## src/assert_macros.svh

```systemverilog
// Assertion macros used by the top-level RTL file
`ifndef ASSERT_MACROS_SVH
`define ASSERT_MACROS_SVH

// Check a property on each rising clk edge, skipped while rst_n is low
`define RPA_ASSERT(lbl, prop, msg) \
  lbl: assert property (@(posedge clk) disable iff (!rst_n) prop) else $error(msg);

// Check a property on each rising clk edge, including during reset
`define RPA_ASSERT_ALWAYS(lbl, prop, msg) \
  lbl: assert property (@(posedge clk) prop) else $error(msg);

`endif

```

## src/rpa_pkg.sv

```systemverilog
// Package: types, codes and constants of the reference point association block
`default_nettype none
package rpa_pkg;

  localparam int MAX_REFS_DEF   = 256;
  localparam int MAX_OBJ_DEF    = 16;
  localparam int COUNT_BITS_DEF = 16;

  localparam int IN_TDATA_W  = 48;
  localparam int IN_TUSER_W  = 2;
  localparam int OUT_TDATA_W = 120;
  localparam int CFG_ADDR_W  = 2;
  localparam int CFG_DATA_W  = 9;

  typedef enum logic [1:0] {
    REQ_LOAD  = 2'd0,
    REQ_POINT = 2'd1,
    REQ_CLEAR = 2'd2,
    REQ_NONE  = 2'd3
  } req_t;

  localparam logic [CFG_ADDR_W-1:0] CFG_NUM_OBJ   = 2'd0;
  localparam logic [CFG_ADDR_W-1:0] CFG_REF_FIRST = 2'd1;
  localparam logic [CFG_ADDR_W-1:0] CFG_REF_LIMIT = 2'd2;

  typedef enum logic [4:0] {
    S_CLEAR,
    S_IDLE,
    S_REF_START,
    S_K1_RD,
    S_K1_MUL,
    S_K1_ACC,
    S_NORM_CHK,
    S_DIV_SAT,
    S_DIV,
    S_DIV_END,
    S_K2_RD,
    S_K2_MUL,
    S_K2_DIFF,
    S_K2_SQ,
    S_K2_ACC,
    S_SQRT,
    S_PICK,
    S_NEXT_REF,
    S_FINISH,
    S_CNT_UPD
  } state_t;

  typedef struct packed {
    logic in_ready;
    logic clr_init;
    logic clr_step;
    logic ref_init;
    logic k_clr;
    logic rd_ref;
    logic mul;
    logic mul_t;
    logic acc1;
    logic abs_dot;
    logic t_sat;
    logic div_init;
    logic div_step;
    logic t_div;
    logic diff;
    logic sq;
    logic acc2;
    logic sqrt_init;
    logic sqrt_step;
    logic pick;
    logic next_ref;
    logic cnt_rd;
    logic cnt_upd;
    logic load_empty;
  } cmd_t;

  typedef struct packed {
    logic in_valid;
    req_t in_req;
    logic in_last;
    logic clr_last;
    logic ref_end;
    logic k_end;
    logic norm_zero;
    logic div_sat;
    logic div_last;
    logic sqrt_last;
    logic found;
    logic out_free;
  } sts_t;

endpackage
`default_nettype wire

```

## src/rpa_ctrl.sv

```systemverilog
// Controller: sequences reference scan, division, distance and count update
`default_nettype none
module rpa_ctrl (
  input  wire logic          clk,
  input  wire logic          rst_n,
  input  wire rpa_pkg::sts_t sts,
  output rpa_pkg::cmd_t      cmd,
  output rpa_pkg::state_t    state
);
  import rpa_pkg::*;

  state_t state_r, state_nxt;

  always_ff @(posedge clk) begin
    if (!rst_n) begin
      state_r <= S_CLEAR;
    end else begin
      state_r <= state_nxt;
    end
  end

  always_comb begin
    cmd       = '0;
    state_nxt = state_r;
    unique case (state_r)
      S_CLEAR: begin
        cmd.clr_step = 1'b1;
        if (sts.clr_last) state_nxt = S_IDLE;
      end
      S_IDLE: begin
        cmd.in_ready = 1'b1;
        if (sts.in_valid) begin
          priority if (sts.in_req == REQ_CLEAR) begin
            cmd.clr_init = 1'b1;
            state_nxt    = S_CLEAR;
          end else if (sts.in_req == REQ_POINT && sts.in_last) begin
            cmd.ref_init = 1'b1;
            state_nxt    = S_REF_START;
          end else begin
            state_nxt = S_IDLE;
          end
        end
      end
      S_REF_START: begin
        if (sts.ref_end) begin
          state_nxt = S_FINISH;
        end else begin
          cmd.k_clr = 1'b1;
          state_nxt = S_K1_RD;
        end
      end
      S_K1_RD: begin
        if (sts.k_end) begin
          state_nxt = S_NORM_CHK;
        end else begin
          cmd.rd_ref = 1'b1;
          state_nxt  = S_K1_MUL;
        end
      end
      S_K1_MUL: begin
        cmd.mul   = 1'b1;
        state_nxt = S_K1_ACC;
      end
      S_K1_ACC: begin
        cmd.acc1  = 1'b1;
        state_nxt = S_K1_RD;
      end
      S_NORM_CHK: begin
        if (sts.norm_zero) begin
          state_nxt = S_NEXT_REF;
        end else begin
          cmd.abs_dot = 1'b1;
          state_nxt   = S_DIV_SAT;
        end
      end
      S_DIV_SAT: begin
        if (sts.div_sat) begin
          cmd.t_sat = 1'b1;
          state_nxt = S_K2_RD;
        end else begin
          cmd.div_init = 1'b1;
          state_nxt    = S_DIV;
        end
      end
      S_DIV: begin
        cmd.div_step = 1'b1;
        if (sts.div_last) state_nxt = S_DIV_END;
      end
      S_DIV_END: begin
        cmd.t_div = 1'b1;
        state_nxt = S_K2_RD;
      end
      S_K2_RD: begin
        if (sts.k_end) begin
          cmd.sqrt_init = 1'b1;
          state_nxt     = S_SQRT;
        end else begin
          cmd.rd_ref = 1'b1;
          state_nxt  = S_K2_MUL;
        end
      end
      S_K2_MUL: begin
        cmd.mul   = 1'b1;
        cmd.mul_t = 1'b1;
        state_nxt = S_K2_DIFF;
      end
      S_K2_DIFF: begin
        cmd.diff  = 1'b1;
        state_nxt = S_K2_SQ;
      end
      S_K2_SQ: begin
        cmd.sq    = 1'b1;
        state_nxt = S_K2_ACC;
      end
      S_K2_ACC: begin
        cmd.acc2  = 1'b1;
        state_nxt = S_K2_RD;
      end
      S_SQRT: begin
        cmd.sqrt_step = 1'b1;
        if (sts.sqrt_last) state_nxt = S_PICK;
      end
      S_PICK: begin
        cmd.pick  = 1'b1;
        state_nxt = S_NEXT_REF;
      end
      S_NEXT_REF: begin
        cmd.next_ref = 1'b1;
        state_nxt    = S_REF_START;
      end
      S_FINISH: begin
        if (sts.out_free) begin
          if (sts.found) begin
            cmd.cnt_rd = 1'b1;
            state_nxt  = S_CNT_UPD;
          end else begin
            cmd.load_empty = 1'b1;
            state_nxt      = S_IDLE;
          end
        end
      end
      S_CNT_UPD: begin
        cmd.cnt_upd = 1'b1;
        state_nxt   = S_IDLE;
      end
      default: state_nxt = S_IDLE;
    endcase
  end

  assign state = state_r;

endmodule
`default_nettype wire

```

## config.mk

```make
export PLATFORM = sky130hd
export DESIGN_NAME = rpa_ctrl
export DESIGN_NICKNAME = d
export VERILOG_FILES = /design/src/assert_macros.svh /design/src/rpa_pkg.sv /design/src/rpa_ctrl.sv
export SDC_FILE = /design/constraint.sdc
export NUM_CORES = 1
export LEC_CHECK = 0
export ABC_AREA = 1
export BUFFER_PORTS_ARGS = -buffer_cell sky130_fd_sc_hd__buf_2
export CORE_MARGIN = 4
export CORE_UTILIZATION = 45
export DETAILED_ROUTE_END_ITERATION = 10
export GPL_ROUTABILITY_DRIVEN = 1
export HOLD_SLACK_MARGIN = 0.05
export PLACE_DENSITY = 0.89
export REMOVE_ABC_BUFFERS = 1
export SYNTH_ARGS = -nofsm -noshare
export SYNTH_HDL_FRONTEND = slang
export SYNTH_SLANG_ARGS = --single-unit
export TNS_END_PERCENT = 100
```

## constraint.sdc

```tcl
create_clock -name clk -period 2.53 [get_ports clk]
set_input_delay 0.253 -clock clk [delete_from_list [all_inputs] [get_ports clk]]
set_output_delay 0.253 -clock clk [all_outputs]
set_load 0.01 [all_outputs]
```

==> flow_results.org <==
** Routing
- The detail route stage leaves a number of antenna-violating nets equal to 0.
- In the final routed layout, each cell accounts on average for between 10 and 15 um.
- The first detailed-routing pass ran for 4 iterations.
- After detailed routing, the number of vias per cell comes to roughly 5.0.
- Iter 0 DRT Violations :: 32
- Final routed wirelength across all metal layers :: around 2200 um
- For this block, the via count after detailed routing is around 1k.
- Post-route DRC :: 0

** Yosys
- The synthesized design spends more area on one cell type than any other, namely nor2_1.
- Seq cells post-synth :: 5
- The top cell type by area accounts for 21.3% of the synthesized area.
- After synthesis, the largest family of logic cells by area is simple AND/OR/NAND/NOR gates.
- Mapped Avg Cell Area :: roughly 5.2 um2
- After synthesis, the netlist uses 20 different library cells.
- Most area-consuming cells after synthesis :: nor2_1 21%, nand2_1 17%, dfxtp_1 14%, inv_1 13%, nor2_4 6.4%
- Proportion of synthesized area in mux cells :: 0%
- Counting every instance in the synthesized netlist gives ~140.
- The mapped netlist covers approximately 700 um2.
- During synthesis, Yosys emitted a total of 0 warnings.
- Summing the areas of all compound-gate instances in the mapped netlist gives between 6 and 7% of the synthesized area.
- Of the synthesized area, sequential elements account for between 10% and 20%.
- Adder and majority cell fraction of the synthesized area :: 0%
- Synthesized-area fraction occupied by and/or/nand/nor cells :: about two thirds
- Summing the areas of all xor and xnor instances in the mapped netlist gives 0% of the synthesized area.

** Die
- The die is 47.6 um wide.
- Starting density of the core :: between 40% and 50%
- The core region is 1490 um2.
- From bottom edge to top edge, the die measures ~48 um.
- In this run the count of I/O pins placed on the die edge is 44.
- Total Die Area :: ~2300 um2
- In this run the core area contains 14 standard-cell rows.

** Power and ir drop
- For this design the static power due to leakage is about 0.64 nW.
- For this design the ratio of total power to cell area is slightly below 700 nW/um2.
- Total power :: 0.653 mW
- IR analysis of the VDD net gives a maximum drop of approximately 0.51 mV.

** Worst setup path
- In this run the number of cells on the critical path is 6.
- Crit path largest cell delay :: 0.39 ns
- Tracing the worst setup path back leads to its startpoint at state[3].
- The critical path goes through nor2_4 > nand2_4 > nor2_2 > nand2_1 > nor2_1 > buf_2.
- Number of buffer and inverter stages on the critical path :: 1
- The worst setup path is of the reg -> out kind.
- Reg-to-reg critical path startpoint :: state[0]
- The worst setup path is launched from a register.
- Highest net fanout along the worst path :: 7
- Count of cells along the worst register-to-register path :: 10
- STA classifies the critical path endpoint as a primary output.
- Cell family contributing the most delay on the critical path :: simple AND/OR/NAND/NOR gates
- STA puts the critical path data required time at between 2 and 2.5 ns.
- For the worst setup path, the data arrival time is ~1.5 ns.
- Crit path max-delay cell type :: dfxtp_1

** Clock network
- Clock latency on the worst-skew pair, taken at its later pin, is approximately 0.24 ns.
- TritonCTS built the clock tree.
- The tree built by TritonCTS fans out to 5 sinks.
- Clock tree synthesis inserted a total of 3 buffers.
- The number of hold buffers added after CTS was 0.
- Maximum number of buffers from clock root to sink :: 2
- Clock-pin slew was measured on the worst setup and hold paths at 0.04 ns.
- Gates resized during post-CTS repair numbered 0.
- CTS built an H-tree with a depth of 1.
- Setup fix buffers added after clock tree synthesis :: 0
- The root buffer cell chosen for the clock tree is clkbuf_4.

** Finish
- The post-route netlist has 33.9% of its cells at a drive strength greater than 1.
- Fill cells in the final layout number roughly 140.
- The multi-input combinational cells in the finished layout cover a total of approximately 510 um2.
- Number of flip-flops under the largest register name :: 5
- Commonest cells after routing, fill and taps aside :: 43 x buf_2, 40 x nor2_1, 31 x nand2_1, 24 x inv_1, 6 x nand3_1
- Most frequent standard cell in the layout excluding fill and tap cells :: buf_2
- Final core utilization :: between 60% and 70%
- The sequential cells in the finished layout cover a total of around 100 um2.
- Diodes inserted :: 0
- From synthesis to final layout, the design area changed by 37.1%.
- At the end of the flow, the number of nets in the layout was around 200.

** STA
- Least-Margin Pin Slew :: 0.317 ns
- Total negative slack for setup checks :: 0 ns
- Timing would allow up to approximately 570 MHz.
- Final cycle utilization of the critical path :: around 70%
- Final number of hold-violating endpoints :: 0
- The worst path in the final design needs a cycle of 1.77 ns, including I/O delays and setup.
- RSZ-0062 raised after global routing :: no
- Final setup skew :: between 0.002 and 0.0025 ns
- Final setup violating endpoints :: 0
- Pins over their slew limit :: 0
- Measured against its own limit, the worst slew margin works out to roughly four fifths.

** GRT
- Entering global routing, the biggest net connects 9 pins.
- The first global-routing pass estimated approximately 3500 um of wire.
- Via count of the first global-routing pass :: between 800 and 900
- Global routing used 21.2% of the available tracks across all layers.
- Summed over all layers, the global routing overflow is 0.
- Number of antenna violations at the first check in global routing :: 0

** Outcome
- Run status :: completed

** Min path
- Launch point of the worst hold path :: rst_n
- The worst hold path passes through 3 cells.
- The path class of the tightest hold or removal check is in -> reg.

** Place
- GP Congestion :: slightly above 0.9
- The count of buffers added on input and output ports is between 40 and 50.
- DP Wirelength :: about 1900 um

** Job
- Max capacitance violation total :: 0
## synthesized netlist by cell type
master     n
nand2_2    2
nor2_4     4
nand2_1   31
o22ai_1    1
nand3_2    2
nor2_2     3
nor2_1    40
nand3_1    6
and3_2     1
inv_1     24
nor3_1     1
o21ai_0    1
inv_2      1
dfxtp_1    5
nand4_1    3
nand3b_2   1
a21oi_1    5
nand2_4    2
o21ai_1    2
nor4_1     1
## power by group
part	internal, mW	switching (mW)
combinational	0.154	0.273
sequential	0.0974	0.0367
clock	0.0595	0.0315
total	0.311	0.341
## per-stage QoR
step                      instance area (um2)  cells  hold slack, ns  setup slack, ns
after floorplan                           704    136           0.351             1.11
after global placement                    940    195           0.457             1.09
after detailed placement                  940    195           0.457             1.04
after CTS                                 966    199           0.211            0.786
after global routing                      966    199           0.237            0.675
final                                     966    199           0.220            0.762
## area by class of cell
cell class | count | share of cell area (%)
well taps | 16 | 2.07
flip-flops and latches | 5 | 10.4
multi-input cells | 106 | 52.8
inverters | 25 | 9.72
repair buffers | 43 | 22.3
clock buffers | 4 | 2.72
## path summary, 6_finish.rpt
kind	end	slack [ns]
setup / recovery	cmd[2]	0.76
setup reg to reg	state[0]	1.04
hold / removal	state[2]	0.22
hold reg to reg	state[3]	0.65
## cells by family (layout without fill, tap and decap cells)
logic type	after synthesis	count (layout)
buf+inv	25	72
simple gates	97	97
compound gates	9	9
flops	5	5
## worst reg2reg max path: stages (launching register included)
cell and delay, ns:
dfxtp_1 0.37, nor2_1 0.20, inv_1 0.17, nor2_1 0.24
nor2_1 0.09, nand2_1 0.06, nor2_1 0.04, nand2_1 0.06
nand3_1 0.06, nand2_1 0.07, inv_1 0.03
## metal layers
layer / track usage [%] / routed length, um / up-vias
li1: - / - / 512
met1: 27.1 / 875 / 438
met2: 36.1 / 1110 / 49
met3: 2.63 / 236 / 4
met4: 8.06 / 22 / 0
met5: 0 / 0 / -
Power figures use the tool's default switching activity.
